**src/sv/ramdac_palette_lookup_assert.svh**
```systemverilog
// Assertion macros used by the command queue of the palette lookup RTL.
`ifndef RAMDAC_PALETTE_LOOKUP_ASSERT_SVH
`define RAMDAC_PALETTE_LOOKUP_ASSERT_SVH

// Check an expression at every clock edge outside reset.
`define RPL_ASSERT(label, prop, msg) \
  label: assert property (@(posedge clk) disable iff (rst) (prop)) else $error(msg);

// Check that a condition implies a consequence on the next clock edge.
`define RPL_ASSERT_NEXT(label, ante, cons, msg) \
  label: assert property (@(posedge clk) disable iff (rst) (ante) |=> (cons)) else $error(msg);

`endif

```
**src/sv/rpl_pkg.sv**
```systemverilog
// Types and constants of the palette lookup block.
package rpl_pkg;

  // Register offsets of a write access.
  localparam logic [2:0] OFS_ADDRESS = 3'd0;
  localparam logic [2:0] OFS_COLOR   = 3'd1;
  localparam logic [2:0] OFS_PIXMASK = 3'd2;
  localparam logic [2:0] OFS_COMMAND = 3'd6;

  localparam logic MODE_WRITE = 1'b0;
  localparam logic MODE_PIXEL = 1'b1;

  // Color byte that the next offset-1 write supplies.
  localparam logic [1:0] CC_RED   = 2'd0;
  localparam logic [1:0] CC_GREEN = 2'd1;
  localparam logic [1:0] CC_BLUE  = 2'd2;

  typedef struct packed {
    logic        mode;
    logic [2:0]  reg_offset;
    logic [7:0]  write_data;
    logic [15:0] pixel_word;
  } req_t;

  typedef struct packed {
    logic [23:0] first_color;
    logic [23:0] second_color;
    logic        unhandled_write;
  } rsp_t;

  // Work handed from the front to the back; each one yields one response.
  typedef enum logic [1:0] {
    CMD_STATUS,
    CMD_WRITE,
    CMD_LOOKUP
  } cmd_kind_t;

  typedef struct packed {
    cmd_kind_t   kind;
    logic        unhandled;
    logic [7:0]  addr;
    logic [23:0] color;
    logic [7:0]  idx0;
    logic [7:0]  idx1;
  } cmd_t;

  // Push side of the command queue.
  typedef struct packed {
    logic push;
    cmd_t cmd;
  } qpush_t;

endpackage

```
**src/sv/rpl_queue.sv**
```systemverilog
// Small command queue between front and back.
module rpl_queue
  import rpl_pkg::*;
#(
  parameter int DEPTH = 2
) (
  input  logic   clk,
  input  logic   rst,
  input  qpush_t q_in,
  output logic   q_ready,
  output logic   q_valid,
  input  logic   q_pop,
  output cmd_t   q_cmd
);

`include "ramdac_palette_lookup_assert.svh"

  localparam int PW = (DEPTH > 1) ? $clog2(DEPTH) : 1;
  localparam int CW = $clog2(DEPTH + 1);
  localparam logic [PW-1:0] LAST = PW'(DEPTH - 1);

  cmd_t          slots [DEPTH];
  logic [PW-1:0] wr_ptr;
  logic [PW-1:0] rd_ptr;
  logic [CW-1:0] count;
  logic          do_push;
  logic          do_pop;

  assign q_ready = (count != CW'(DEPTH));
  assign q_valid = (count != '0);
  assign q_cmd   = slots[rd_ptr];
  assign do_push = q_in.push && q_ready;
  assign do_pop  = q_pop && q_valid;

  always_ff @(posedge clk) begin
    if (do_push) begin
      slots[wr_ptr] <= q_in.cmd;
    end
  end

  always_ff @(posedge clk) begin
    if (rst) begin
      wr_ptr <= '0;
      rd_ptr <= '0;
      count  <= '0;
    end else begin
      if (do_push) begin
        wr_ptr <= (wr_ptr == LAST) ? '0 : wr_ptr + PW'(1);
      end
      if (do_pop) begin
        rd_ptr <= (rd_ptr == LAST) ? '0 : rd_ptr + PW'(1);
      end
      if (do_push && !do_pop) begin
        count <= count + CW'(1);
      end else if (!do_push && do_pop) begin
        count <= count - CW'(1);
      end
    end
  end

  `RPL_ASSERT(a_count_bound, count <= CW'(DEPTH), "queue count beyond depth")
  `RPL_ASSERT(a_no_push_full, !(q_in.push && !q_ready), "front pushed into a full queue")
  `RPL_ASSERT(a_no_pop_empty, !(q_pop && !q_valid), "back popped an empty queue")
  `RPL_ASSERT_NEXT(a_push_empty, do_push && !do_pop && count == '0, count == CW'(1),
                   "push into empty queue lost")

endmodule

```
**config.mk**
```make
export PLATFORM = sky130hd
export DESIGN_NAME = rpl_queue
export DESIGN_NICKNAME = d
export VERILOG_FILES = /design/src/sv/rpl_pkg.sv /design/src/sv/rpl_queue.sv
export VERILOG_INCLUDE_DIRS = /design/src /design/src/sv
export SDC_FILE = /design/constraint.sdc
export NUM_CORES = 1
export LEC_CHECK = 0
export ABC_AREA = 1
export BUFFER_PORTS_ARGS = -buffer_cell sky130_fd_sc_hd__buf_2
export CORE_ASPECT_RATIO = 0.5
export CORE_UTILIZATION = 52
export CTS_BUF_LIST = sky130_fd_sc_hd__clkbuf_16
export DETAILED_ROUTE_END_ITERATION = 10
export PLACE_DENSITY_LB_ADDON = 0.25
export SETUP_SLACK_MARGIN = 0.15
export SKIP_LAST_GASP = 1
export SLEW_MARGIN = 10
export SYNTH_ARGS = -nofsm -noshare
export SYNTH_HDL_FRONTEND = slang
export SYNTH_SLANG_ARGS = --single-unit
export TNS_END_PERCENT = 30
```
**constraint.sdc**
```tcl
create_clock -name clk -period 4 [get_ports clk]
set_clock_uncertainty 0.1 [all_clocks]
set_input_delay 0.6 -clock clk [delete_from_list [all_inputs] [get_ports clk]]
set_output_delay 0.6 -clock clk [all_outputs]
set_load 0.05 [all_outputs]
```
Word level (Yosys, flattened, before mapping)
Memory sizes are Yosys's and may differ from the RTL's. A register that Yosys moved wholly into a read port is not among the register bits.
Cells that the tools add are included.
{"block": "classes", "muxes": 8, "addsub": 4, "n_eq_ne": 1, "reduce_logical": 8}
{"operator": "$mux 1", "n": 6}
{"operator": "$logic_and 1x1->1", "n": 4}
{"operator": "$mux 2", "n": 2}
{"operator": "$reduce_bool 2->1", "n": 2}
{"operator": "$add 1x1->1 const B", "n": 2}
{"operator": "$add 2x1->2 const B", "n": 1}
{"operator": "$logic_not 1->1", "n": 2}
{"operator": "$ne 2x2->1 const B", "n": 1}
{"operator": "$sub 2x1->2 const B", "n": 1}
{"block": "totals", "memories": 1, "inputBits": 55, "ramBits": 102, "out_inout_bits": 53, "ff_bits": 4, "wordCells": 25}
{"name": "slots", "depth": 2, "word_bits": 51, "read_ports": 1, "rd_clocked_by_memory_dff": 1, "wr": 1, "line": "rpl_queue.sv:22", "rtl": "cmd_t slots [DEPTH];"}

Depth between registers and ports, before layout
{"block": "depth", "ltp_word": 6, "mapped_depth": 11, "mapped_depth_nobuf": 11}

Worst setup path before layout
OpenSTA, ideal clock, no wires.
{"block": "synth_path", "kind": "register to register", "start": "reg count[0]", "end": "mem slots[0][0] in the netlist's numbering (enable)", "arrival_time_ps": 3084, "required_time_ps": 3440, "setup_ps": 460, "period_less_slack_ps": 3644, "path_slack_ps": 356, "n_path_buf": 0, "path_stages_with_launch": 5, "path_cell_list": "dfxtp_1 > inv_1 > nand2_1 > nand2_1 > nor2_1"}
{"block": "synth_via", "elab_chain_cells": 4}
{"item": "start: declaration", "line": "rpl_queue.sv:25", "rtl": "logic [CW-1:0] count;"}
{"item": "start signal: assignment", "line": "rpl_queue.sv:54", "rtl": "count <= count + CW'(1);"}
{"item": "start signal: assignment", "line": "rpl_queue.sv:56", "rtl": "count <= count - CW'(1);"}
{"item": "$ne 2x2->1", "line": "rpl_queue.sv:29", "rtl": "assign q_ready = (count != CW'(DEPTH));"}
{"item": "named net q_ready", "line": "rpl_queue.sv:10", "rtl": "output logic q_ready,"}
{"item": "$logic_and 1x1->1", "line": "rpl_queue.sv:32", "rtl": "assign do_push = q_in.push && q_ready;"}
{"item": "$mux 1", "line": "rpl_queue.sv:36", "rtl": "if (do_push) begin"}
{"item": "$mux 1 (not written as such)", "line": "rpl_queue.sv:37", "rtl": "slots[wr_ptr] <= q_in.cmd;"}
{"item": "end: declaration", "line": "rpl_queue.sv:22"}
The timed path passes the listed nets, and every way through them passes these cells.

==> impl_metrics.toml <==
[status]
run_status = "finished clean"

[worst_setup_path]
arrival_ps = 1970
critPathKind = "reg2out"
critical_path.max_stage_delay_ps = 970
cp-start-kind = "flop"
worstSetupEndpointType = "output pin"
critical_path_buf_inv_count = 1
timing.critical_path.required_ps = 3300
critPathSlowestCell = "sky130_fd_sc_hd__dfxtp_4"
timing.critical_path.max_delay_family = "flip-flops"
critical_path.cell_chain = "mux2_2 -> buf_2"
r2r_cells = 5
crit_path_max_fanout = 51
worstSetupPathDepth = 2

[clock_tree]
max-clock-path-buffers = 2
clk_pin_slew_ps = 70
cts_num_sinks = 107
cts.repair_timing.setup_buffer_count = 0
clk_latency_ps = 330
post_cts_resize_count = 0
cts_made_buffers = 9
cts_tree = "yes"
cts_max_level = 3
hold_buffers = 0
cts_root_buffer = "sky130_fd_sc_hd__clkbuf_16"

[logic_synthesis]
post_synth.cell_area_avg_sq_um = 21.3
synthDominantAreaCellType = "sky130_fd_sc_hd__edfxtp_1"
seq_area_frac_synth_pct = 75.8
synth_nets = 252
synth.top_cell.area_share_pct = 73.4
synth-warning-count = 0
synth.ff_latch_count = 107
synth.cell_area_sq_um = 4180
synthDistinctLibCells = 14
synth_cells = 196
ys_top_cells_by_area = "sky130_fd_sc_hd__edfxtp_1 73%, sky130_fd_sc_hd__mux2_4 18%, sky130_fd_sc_hd__buf_12 2.4%, sky130_fd_sc_hd__dfxtp_1 2.4%, sky130_fd_sc_hd__nand2_1 0.81%"

[final_layout]
fin_util_pct = 67.1
multiInputGateArea_sq_um = 886
stdcell_count = 424
fillerInstances = 534
finalNetCount = 367
insertedDiodeCount = 0
layout_cell_share_with_drive_strength_beyond_1_pct = 56.0
final-seq-area_sq_um = 3170
layout-area-overhead-vs-synth_pct = 21.2

[floorplanning]
die_height_um = 65.4
io_pins = 108
placementRows = 22
start_util_pct = 55.4
floorplan.core_area_sq_um = 7540
chipWidth_um = 129
die_area_sq_um = 8410

[power_and_ir_drop]
max-vdd-ir-drop_mv = 0.451
powerDensity_nw_per_um2 = 710
power.leakage_nw = 2.02
power_mw = 3.59

[placed_design]
dp_slack_ps = 1690
port_buffers = 107
dp_cells = 408
dp_hpwl_um = 4410
place.gp.congestion = 0.696

[flow_run]
cap_violations = 0

[hold_path]
hold_path_depth = 1
hold_path_class = "in2reg"

[grt]
pin_count_of_the_biggest_net_entering_global_routing = 52
grt_pass1_wl_um = 10400
grt_overflow = 0
initial_antenna_violation_count = 0
grt_usage_pct = 17.2
via_count_of_the_first_global_routing_pass = 2078

[routing]
total_wirelength_um = 6800
dr_total_vias = 2048
initial_detailed_routing_violation_count = 117
drt_first_pass_iters = 4
drc = 0
avgViaCountPerCell = 4.83
drt.antenna.violating_nets = 0
routedWlPerCell_um = 16.0

[sta]
fin_crit_sh_pct = 66.7
finalWorstPathRequiredPeriod_ps = 2670
grt_setup_unrepaired = "no"
final.setup.tns_ps = 0
finalWorstSetupSlack_ps = 1330
timing.final.hold_violations = 0
timing_max_transition_violations_final = 0
max_freq_mhz = 375
worstMarginPinSlew_ps = 955
slew_headroom_pct = 36.4
final-setup-viol-count = 0
area by class of cell:
type / count / share of cell area (%)
tap: 108 / 2.67
clock buffer: 9 / 4.45
timing repair buffer: 110 / 11.0
clock inverter: 7 / 1.16
multi-input combinational: 75 / 17.5
inverter: 8 / 0.593
sequential: 107 / 62.6
stage by stage:
| stage | hold WS (ps) | area (sq um) |
|---|---|---|
| 3_3_place_gp | 381 | 4780 |
| 6_report | 351 | 5060 |
| 3_5_place_dp | 408 | 4780 |
| 4_1_cts | 340 | 5060 |
| 5_1_grt | 334 | 5060 |
| 2_1_floorplan | 365 | 4180 |
per-layer routing:
| metal | GRT usage, % | wire length [um] | part of all wire (%) |
|---|---|---|---|
| met4 | 4.41 | 65 | 0.96 |
| met2 | 30.2 | 3550 | 52 |
| met3 | 6.51 | 449 | 6.6 |
| met1 | 20.3 | 2740 | 40 |
| met5 | 0 | 0 | 0 |
where the power goes:
part           switching (mW)  leakage [nW]  internal [mW]  total, mW
logic                   0.817         0.892          0.399       1.22
registers               0.119         0.993           1.42       1.54
clock network           0.362         0.138          0.476      0.838
total                    1.30          2.02           2.29       3.59
kinds of logic (layout without fill, tap and decap cells):
logic type	after synthesis	in the layout	share of synthesized area (%)
adder cells (fa/ha/maj)	1	1	0.300
multiplexers	51	51	18.2
buffers and inverters	14	134	3.39
AND/OR/NAND/NOR	19	19	1.83
AO/OA/AOI/OAI	4	4	0.479
flip-flops	107	107	75.8
cells in the mapped netlist:
library cell	instances
sky130_fd_sc_hd__a21oi_1	2
sky130_fd_sc_hd__buf_12	5
sky130_fd_sc_hd__buf_6	1
sky130_fd_sc_hd__dfxtp_1	5
sky130_fd_sc_hd__edfxtp_1	102
sky130_fd_sc_hd__ha_1	1
sky130_fd_sc_hd__inv_1	8
sky130_fd_sc_hd__mux2_2	1
sky130_fd_sc_hd__mux2_4	50
sky130_fd_sc_hd__nand2_1	9
sky130_fd_sc_hd__nand3_1	2
sky130_fd_sc_hd__nand4_1	1
sky130_fd_sc_hd__nor2_1	7
sky130_fd_sc_hd__o21ai_0	2
sequential cells by signal, indices dropped and copies added (netlist names), named ones only:
name / flops
wr_ptr: 1
rd_ptr: 1
slots: 102
count: 2
worst paths after layout:
kind / startpoint / to / slack, ps
worst min-delay path: q_in[43] / slots[0][43]$_DFFE_PP_ / 350
worst min register to register: rd_ptr$_SDFFE_PP0P_ / rd_ptr$_SDFFE_PP0P_ / 420
worst max register to register: count[0]$_SDFFE_PP0P_ / slots[0][17]$_DFFE_PP_ / 2080
worst max-delay path: flop / q_cmd[30] / 1330
cells in the final DEF, fill, tap and decap left out, drive strengths merged:
master	n
a21oi	2
buf	110
bufinv	1
clkbuf	9
clkinv	5
clkinvlp	1
dfxtp	5
edfxtp	102
ha	1
inv	8
mux2	51
nand2	9
nand3	2
nand4	1
nor2	7
o21ai	2
Power figures use the tool's default switching activity.
