$ cat src/sv/ramdac_palette_lookup_assert.svh
// Assertion macros used by the command queue of the palette lookup RTL.
`ifndef RAMDAC_PALETTE_LOOKUP_ASSERT_SVH
`define RAMDAC_PALETTE_LOOKUP_ASSERT_SVH

// Check an expression at every clock edge outside reset.
`define RPL_ASSERT(label, prop, msg) \
  label: assert property (@(posedge clk) disable iff (rst) (prop)) else $error(msg);

// Check that a condition implies a consequence on the next clock edge.
`define RPL_ASSERT_NEXT(label, ante, cons, msg) \
  label: assert property (@(posedge clk) disable iff (rst) (ante) |=> (cons)) else $error(msg);

`endif

$ cat src/sv/rpl_pkg.sv
// Types and constants of the palette lookup block.
package rpl_pkg;

  // Register offsets of a write access.
  localparam logic [2:0] OFS_ADDRESS = 3'd0;
  localparam logic [2:0] OFS_COLOR   = 3'd1;
  localparam logic [2:0] OFS_PIXMASK = 3'd2;
  localparam logic [2:0] OFS_COMMAND = 3'd6;

  localparam logic MODE_WRITE = 1'b0;
  localparam logic MODE_PIXEL = 1'b1;

  // Color byte that the next offset-1 write supplies.
  localparam logic [1:0] CC_RED   = 2'd0;
  localparam logic [1:0] CC_GREEN = 2'd1;
  localparam logic [1:0] CC_BLUE  = 2'd2;

  typedef struct packed {
    logic        mode;
    logic [2:0]  reg_offset;
    logic [7:0]  write_data;
    logic [15:0] pixel_word;
  } req_t;

  typedef struct packed {
    logic [23:0] first_color;
    logic [23:0] second_color;
    logic        unhandled_write;
  } rsp_t;

  // Work handed from the front to the back; each one yields one response.
  typedef enum logic [1:0] {
    CMD_STATUS,
    CMD_WRITE,
    CMD_LOOKUP
  } cmd_kind_t;

  typedef struct packed {
    cmd_kind_t   kind;
    logic        unhandled;
    logic [7:0]  addr;
    logic [23:0] color;
    logic [7:0]  idx0;
    logic [7:0]  idx1;
  } cmd_t;

  // Push side of the command queue.
  typedef struct packed {
    logic push;
    cmd_t cmd;
  } qpush_t;

endpackage

$ cat src/sv/rpl_front.sv
// Front end: accepts requests, runs the register file and emits commands.
module rpl_front
  import rpl_pkg::*;
(
  input  logic   clk,
  input  logic   rst,
  input  logic   req_valid,
  output logic   req_ready,
  input  req_t   req,
  input  logic   q_ready,
  output qpush_t q_in
);

  logic [7:0] palette_address, palette_address_next;
  logic [1:0] component_count, component_count_next;
  logic [7:0] staged_red, staged_red_next;
  logic [7:0] staged_green, staged_green_next;
  logic [7:0] pixel_mask, pixel_mask_next;
  logic [7:0] command_byte, command_byte_next;
  logic       accept;
  cmd_t       cmd;

  assign req_ready = q_ready;
  assign accept    = req_valid && q_ready;
  assign q_in.push = accept;
  assign q_in.cmd  = cmd;

  always_comb begin
    palette_address_next = palette_address;
    component_count_next = component_count;
    staged_red_next      = staged_red;
    staged_green_next    = staged_green;
    pixel_mask_next      = pixel_mask;
    command_byte_next    = command_byte;
    cmd                  = '0;
    cmd.kind             = CMD_STATUS;
    if (req.mode == MODE_PIXEL) begin
      cmd.kind = CMD_LOOKUP;
      cmd.idx0 = req.pixel_word[7:0];
      cmd.idx1 = req.pixel_word[15:8];
    end else begin
      case (req.reg_offset)
        OFS_ADDRESS: begin
          palette_address_next = req.write_data;
          component_count_next = CC_RED;
        end
        OFS_COLOR: begin
          case (component_count)
            CC_RED: begin
              staged_red_next      = req.write_data;
              component_count_next = CC_GREEN;
            end
            CC_GREEN: begin
              staged_green_next    = req.write_data;
              component_count_next = CC_BLUE;
            end
            default: begin
              // Blue byte: commit the entry and advance the address.
              cmd.kind             = CMD_WRITE;
              cmd.addr             = palette_address;
              cmd.color            = {staged_red, staged_green, req.write_data};
              component_count_next = CC_RED;
              palette_address_next = palette_address + 8'd1;
            end
          endcase
        end
        OFS_PIXMASK: pixel_mask_next   = req.write_data;
        OFS_COMMAND: command_byte_next = req.write_data;
        default:     cmd.unhandled     = 1'b1;
      endcase
    end
  end

  always_ff @(posedge clk) begin
    if (rst) begin
      palette_address <= '0;
      component_count <= CC_RED;
      staged_red      <= '0;
      staged_green    <= '0;
      pixel_mask      <= '0;
      command_byte    <= '0;
    end else if (accept) begin
      palette_address <= palette_address_next;
      component_count <= component_count_next;
      staged_red      <= staged_red_next;
      staged_green    <= staged_green_next;
      pixel_mask      <= pixel_mask_next;
      command_byte    <= command_byte_next;
    end
  end

endmodule

$ cat config.mk
export PLATFORM = sky130hd
export DESIGN_NAME = rpl_front
export DESIGN_NICKNAME = d
export VERILOG_FILES = /design/src/sv/ramdac_palette_lookup_assert.svh /design/src/sv/rpl_pkg.sv /design/src/sv/rpl_front.sv
export SDC_FILE = /design/constraint.sdc
export NUM_CORES = 1
export LEC_CHECK = 0
export BUFFER_PORTS_ARGS = -buffer_cell sky130_fd_sc_hd__buf_2
export CORE_UTILIZATION = 49
export CTS_BUF_LIST = sky130_fd_sc_hd__clkbuf_4 sky130_fd_sc_hd__clkbuf_8
export DETAILED_ROUTE_END_ITERATION = 10
export PLACE_DENSITY_LB_ADDON = 0.3
export SLEW_MARGIN = 20
export SYNTH_ARGS = -nofsm -noshare
export SYNTH_HDL_FRONTEND = slang
export SYNTH_SLANG_ARGS = --single-unit
$ cat constraint.sdc
create_clock -name clk -period 3.3 [get_ports clk]
set_clock_uncertainty 0.2 [all_clocks]
set_input_delay 0.495 -clock clk [delete_from_list [all_inputs] [get_ports clk]]
set_output_delay 0.495 -clock clk [all_outputs]
set_load 0.02 [all_outputs]
[Word-level counts from Yosys, hierarchy flattened]
Index checks and enable logic that the tools add are counted.
Storage, ports and cells
  register bits: 26
  latch bits: 0
  memory bits (writable): 0
  memory bits (read-only): 0
  bits of input ports: 32
  output and inout port bits: 53
  word-level logic and storage cells: 33
  memories: 0
Operators by class
  add/sub/neg operators: 1
  multipliers: 0
  divide/modulo/power cells: 0
  $lt $le $gt $ge: 0
  equality and inequality tests: 5
  shifts and indexed selects: 0
  mux-type cells: 12
  bitwise logic cells: 1
  reductions and logical operators: 10
Operators with widths (count)
  two-way mux 32 bit: 2
  two-way mux 33 bit: 1
  two-way mux 16 bit: 1
  one-hot mux 8 bit (2 select lines): 1
  AND reduction 4 bit: 3
  adder 8 x 1 -> 8 bit (second input constant): 1
  two-way mux 8 bit: 1
  one-hot mux 2 bit (2 select lines): 2
  OR reduction 4 bit: 1
  == test 3 x 1 -> 1 bit (second input constant): 1
  == test 3 x 2 -> 1 bit (second input constant): 1
  == test 3 bit (second input constant): 1
  zero test 3 bit: 1
  two-way mux 1 bit: 3
  AND reduction 3 bit: 1
  == test 2 x 1 -> 1 bit (second input constant): 1
  zero test 2 bit: 1
  two-way mux 2 bit: 1
  inequality test 2 bit (second input constant): 1
  nonzero test 2 bit: 1
  OR reduction 2 bit: 1
  logical AND 1 bit: 1
  NOT 1 bit: 1

[Logic depth before layout (Yosys ltp)]
Gate-level depths: netlist of the first run.
  depth in word-level cells: 5
  mapped depth: 6
  mapped depth without buffers: 5

[Worst setup path after synthesis of the first run]
No wires, ideal clock.
  path kind: input-to-output
  from: in req[25] (netlist bit)
  to: out q_in[39] (netlist bit)
  arrival time: 2.037 ns
  data required time: 2.605 ns
  path slack: 0.568 ns
  stages on the path: 5
  path buffers: 2
  path through: or3b_1 -> buf_2 -> nor3b_1 -> clkbuf_1 -> and2_1
RTL lines
  from (decl): RTL line rpl_front.sv:9  | input req_t req,
  to (decl): RTL line rpl_front.sv:11  | output qpush_t q_in

==> out/results.ini, run 1 <==
[synthesis]
synth_xor_area_frac = 0
synthDominantAreaCellType = dfxtp_1
synth-adder-area-share = 0.008091
synthMuxAreaShare = 0.1100
synth_cell_types = 32
synth-compound-area-share = 0.1084
synth_edf_count = 0
synth_flop_cell = dfxtp_1
async_reset_ff_frac = 0
synth_top_family_by_area = simple AND/OR/NAND/NOR gates
ys_seq_area_frac = 0.3366
ys_warn_count = 0
netlist_area_sq_um = 1546
synthCells = 192
syn_avg_cell_area_sq_um = 8.055
synth-seq-cells = 26
synth_fp_nets = 225
ys_top_cells_by_area = dfxtp_1 (34%), and2_1 (21%), mux2i_1 (11%), nor2_1 (5.6%), clkbuf_1 (2.7%)
synth-simple-area-share = 0.3794
synth.top_cell.area_share = 0.3366

[setup_path]
cp_common_cell = buf_2
cpLargestDelayFamily = simple AND/OR/NAND/NOR gates
path_buf_inv = 3
crit_type = in2out
cpPeakStageDelay_ns = 0.40
crit_arrival_ns = 1.90
worstSetupEndpointType = output port
cp_max_fo = 30
cp_slowest_cell = or3b_1
crit_chain = buf_2 -> or3b_1 -> nor3b_2 -> buf_4 -> and2_1 -> buf_2
required_ns = 2.60
startpoint_type = primary input

[clock_network]
cts_resized = 0
cts_tree = built
hold_buffers = 0
postCtsSetupBuffers = 0
htreeDepth = 1
root_buffer = clkbuf_4
path_clk_slew_ns = 0.14
clkLatencyLatePin_ns = 0.32
clk_path_buf_depth = 2
cts_made_buffers = 3
cts.sink_count = 26

[route]
post_drt_wl_per_cell_microns = 12.51
route.detailed.drc = 0
viasPerCell = 5.035
drt_wl_total_microns = 3892
first_iter_violations = 88
firstDrtPassIters = 4
ant_nets = 0
vias = 1566

[sta]
maxSlewViolCount = 0
worst_slew_pin_slew_ns = 0.5034
finalSetupTns_ns = 0
period_needed_ns = 2.591
fmaxAchievable_ghz = 0.3859
post-route-period-util = 0.7853
rsz0062_at_grt = no
hold_violations = 0
finalSetupViolCount = 0
relSlewSlack = 0.6644

[die]
die_area_sq_um = 3385
dieWidth_microns = 58.18
io-pin-count = 85
rows = 20
coreArea_sq_um = 3028
die_h_microns = 58.18
start_util = 0.5107

[layout]
design_area_sq_um = 2031
final_net_count = 301
area_growth_pct = 31.31
final_common_cell = buf_2
fin_util = 0.6707
antenna_cells = 0
drive_gt1_frac = 0.3558
mostFrequentLayoutCells = buf_2 (84), and2_1 (52), dfxtp_1 (26)

[power]
p_leak_uw = 0.001032
ir_drop_mv = 0.3011
report.power.total_uw = 629.6
power.density_nw_per_um2 = 310.1

[placed_design]
port_buffers = 84
placed_cell_area_sq_um = 1978
dp_hpwl_microns = 2805
place_congestion = 0.7985

[global_routing]
grt_overflow_total = 0
grt_max_degree = 31
grt_pass1_vias = 1317
grt_pass1_wl_microns = 6313
antenna_found_initial = 0
grt_util_all_layers = 0.2366

[outcome]
status = complete, no violations

[job]
drv_cap = 0

[min_path]
hp-class = in2reg

[Yosys cell counts, drive strengths merged (2+ instances only)]
library cell,n
nor3b,4
nor2,23
nor4,2
clkbuf,11
a21oi,8
a211oi,2
nand2,8
o31a,2
and2,52
nand3,3
o21ai,7
nand2b,3
dfxtp,26
mux2i,17
nand4,2
buf,6
o32ai,3
[cell type report]
type	count	area (sq um)
fill	277	997.2
sequential	26	520.5
tap	44	55.05
inverter	1	3.754
clock buffer	3	22.52
multi-input combinational	148	948.4
timing repair buffer	88	450.4
clock inverter	1	30.03
[logic make-up after synthesis]
family          count (synthesis)
simple gates                  104
mux                            17
fa+ha+maj                       1
flops                          26
buf+inv                        18
compound gates                 26
[flip-flops by register name, indices dropped and copies added (netlist names)]
name and count:
palette_address 8, staged_red 8, staged_green 8, component_count 2
[power by group]
group | switching (uW) | internal (uW)
sequential | 2.25 | 316
combinational | 52.7 | 36.9
clock | 98.6 | 123
total | 154 | 476
[worst reg2reg max path, delay by kind of cell (launching register included)]
family | cells | cell delay [ns]
AND/OR/NAND/NOR | 3 | 0.91
multiplexers | 1 | 0.19
flip-flops | 1 | 0.42
[metrics by stage]
stage	std cells	hold slack (ns)	worst slack [ns]
floorplan	192	0.2515	0.5678
global placement	307	0.2643	0.7438
detailed placement	307	0.2728	0.7033
CTS	311	0.2453	0.7014
global route	311	0.2364	0.5996
finish	311	0.2417	0.7087
[final timing paths]
kind         cells past startpoint                             from  slack, ns                           end
max                              6                          req[25]       0.71                      q_in[40]
min                              3                          req[19]       0.24    staged_red[3]$_SDFFE_PP0P_
max reg2reg                      4  component_count[1]$_SDFFE_PP0P_       1.47  staged_green[6]$_SDFFE_PP0P_
min reg2reg                      2       staged_red[7]$_SDFFE_PP0P_       0.30    staged_red[7]$_SDFFE_PP0P_
[metal layers]
layer	vias to the layer above	track usage	wire length (microns)
met3	4	0.04464	150
met1	728	0.3403	1893
li1	793	-	-
met2	41	0.3760	1820
met5	-	0	0
met4	0	0.03741	28
Note: power is estimated with default switching activity, not from simulation.
==> inputs of run 2 (changes only) <==
- CORE_UTILIZATION: 49 -> 46
- clock period: 3.3 -> 2.7 ns (I/O delays scaled with it)
==> out/results.ini, run 2 (synthesis results as in run 1) <==
[min_path]
hp-class = in2reg  ; unchanged
worst_hold_startpoint = req[19]  ; unchanged
whs_path_depth = 3  ; unchanged

[power]
pwr-share-seq = 0.562  ; was 0.506
p_leak_uw = 0.001036  ; was 0.001032 uW
internal_power_uw = 514.3  ; was 476.1 uW
report.power.total_uw = 692.0  ; was 629.6 uW
power.density_nw_per_um2 = 341.0  ; was 310.1 nW/um^2
clkPwrFrac = 0.279  ; was 0.352
combPwrFrac = 0.159  ; was 0.142
swShare = 0.2569  ; was 0.2439
ir_drop_mv = 0.2228  ; was 0.3011 mV
switchingPower_uw = 177.8  ; was 153.6 uW

[clock_network]
cts.sink_count = 26  ; unchanged
cts_resized = 0  ; unchanged
htreeDepth = 1  ; unchanged
hold_buffers = 0  ; unchanged
path_clk_slew_ns = 0.13  ; was 0.14 ns
clk_path_buf_depth = 2  ; unchanged
cts_made_buffers = 3  ; unchanged
postCtsSetupBuffers = 0  ; unchanged
clkLatencyLatePin_ns = 0.32  ; about the same
cts_tree = built  ; unchanged
root_buffer = clkbuf_4  ; unchanged

[global_routing]
busiest_layer = met2  ; unchanged
grt_pass1_wl_microns = 5878  ; was 6313 microns
grt_pass1_vias = 1383  ; was 1317
grt.met1_usage = 0.2546  ; was 0.3403
grt_util_all_layers = 0.2154  ; was 0.2366
grt_overflow_total = 0  ; unchanged
antenna_found_initial = 0  ; unchanged
grt_max_degree = 30  ; was 31
grt_util_met2 = 0.3857  ; was 0.3760
met3_usage = 0.03247  ; was 0.04464

[outcome]
status = complete, no violations  ; unchanged

[route]
viasPerCell = 5.083  ; was 5.035
vias = 1591  ; was 1566
drt_wl_total_microns = 3831  ; was 3892 microns
route.detailed.drc = 0  ; unchanged
first_iter_violations = 73  ; was 88
ant_nets = 0  ; unchanged
firstDrtPassIters = 4  ; unchanged
post_drt_wl_per_cell_microns = 12.24  ; was 12.51 microns

[sta]
maxSlewViolCount = 0  ; unchanged
fmaxAchievable_ghz = 0.4274
worst_slew_pin_slew_ns = 0.4935  ; was 0.5034 ns
hold_violations = 0  ; unchanged
finalSetupViolCount = 0  ; unchanged
rsz0062_at_grt = no  ; unchanged
period_needed_ns = 2.340
post-route-period-util = 0.8667
finalSetupTns_ns = 0  ; unchanged
holdWs_ns = 0.1603  ; was 0.2417 ns
relSlewSlack = 0.6710  ; was 0.6644

[setup_path]
worstSetupEndpointType = output port  ; unchanged
r2r-start = component_count[1]$_SDFFE_PP0P_  ; unchanged
crit_end = q_in[41]  ; was q_in[40]
crit_chain = buf_2 -> or3b_1 -> nor3b_2 -> buf_4 -> and2_1 -> buf_2  ; unchanged
cp_common_cell = buf_2  ; unchanged
cpPeakStageDelay_ns = 0.41  ; was 0.40 ns
crit_type = in2out  ; unchanged
r2r_end = staged_green[2]$_SDFFE_PP0P_  ; was staged_green[6]$_SDFFE_PP0P_
cp_max_fo = 26  ; was 30
reg2reg_slack_ns = 0.86  ; was 1.47 ns
reg2reg_depth = 4  ; unchanged
startpoint_type = primary input  ; unchanged
startpoint = req[25]  ; unchanged
cp_slowest_cell = or3b_1  ; unchanged
crit_arrival_ns = 1.73  ; was 1.90 ns
required_ns = 2.10  ; was 2.60 ns

[placed_design]
place_congestion = 0.8242  ; was 0.7985
placed_cell_area_sq_um = 1993  ; was 1978 sq um
port_buffers = 84  ; unchanged
dp_hpwl_microns = 2839  ; was 2805 microns
placedCellCount = 309  ; was 307

[die]
io-pin-count = 85  ; unchanged
rows = 20  ; unchanged
dieWidth_microns = 59.98  ; was 58.18 microns
die_h_microns = 59.98  ; was 58.18 microns
start_util = 0.4944  ; was 0.5107
die_area_sq_um = 3598  ; was 3385 sq um
coreArea_sq_um = 3128  ; was 3028 sq um

[layout]
drive_gt1_frac = 0.3606  ; was 0.3558
design_area_sq_um = 2029  ; was 2031 sq um
final_common_cell = buf_2  ; unchanged
mostFrequentLayoutCells = buf_2 (84), and2_1 (52), dfxtp_1 (26)  ; unchanged
top_regs = palette_address: 8 flops, staged_green: 8 flops, staged_red: 8 flops  ; unchanged
antenna_cells = 0  ; unchanged
area_growth_pct = 31.23  ; was 31.31%
stdcell_count = 313  ; was 311
final_net_count = 303  ; was 301

[job]
drv_cap = 0  ; unchanged

## run 2: layout make-up
| cell class | instances | area, sq um |
|---|---|---|
| multi-input cells | 148 | 948.4 |
| well taps | 44 | 55.05 |
| fillers | 249 | 1099 |
| repair buffers | 90 | 465.4 |
| flip-flops and latches | 26 | 520.5 |
| inverters | 1 | 3.754 |
| clock buffers | 4 | 36.28 |
## run 2: power by group through the flow
stage	clock [uW]	combinational [uW]	sequential (uW)
after floorplan	0	63.2	397
after global placement	0	109	397
after detailed placement	0	110	397
after CTS	202	111	389
after global routing	216	122	390
final	193	110	389
## run 2: worst min path at each step
stage | slack [ns] | to
after floorplan | 0.25 | staged_red[0]$_SDFFE_PP0P_
after global placement | 0.26 | staged_red[5]$_SDFFE_PP0P_
after detailed placement | 0.28 | staged_red[1]$_SDFFE_PP0P_
after CTS | 0.16 | staged_green[3]$_SDFFE_PP0P_
after global routing | 0.16 | staged_green[1]$_SDFFE_PP0P_
final | 0.16 | staged_green[3]$_SDFFE_PP0P_
## run 2: metrics by stage
step,setup WS [ns],utilization
2_1_floorplan,0.1478,-
3_3_place_gp,0.3662,0.6372
3_5_place_dp,0.3167,0.6372
4_1_cts,0.3537,0.6488
5_1_grt,0.2604,0.6488
6_report,0.3600,0.6488
## run 2: per-layer routing
metal / vias up / routed length, microns
met5: - / 0
met3: 7 / 208
met4: 0 / 61
met2: 67 / 1786
met1: 721 / 1774
li1: 796 / -
## run 2: worst max-delay path: cells and delay by family
| family | cells | cell delay [ns] |
|---|---|---|
| buffers and inverters | 3 | 0.54 |
| and+or+nand+nor | 3 | 0.78 |
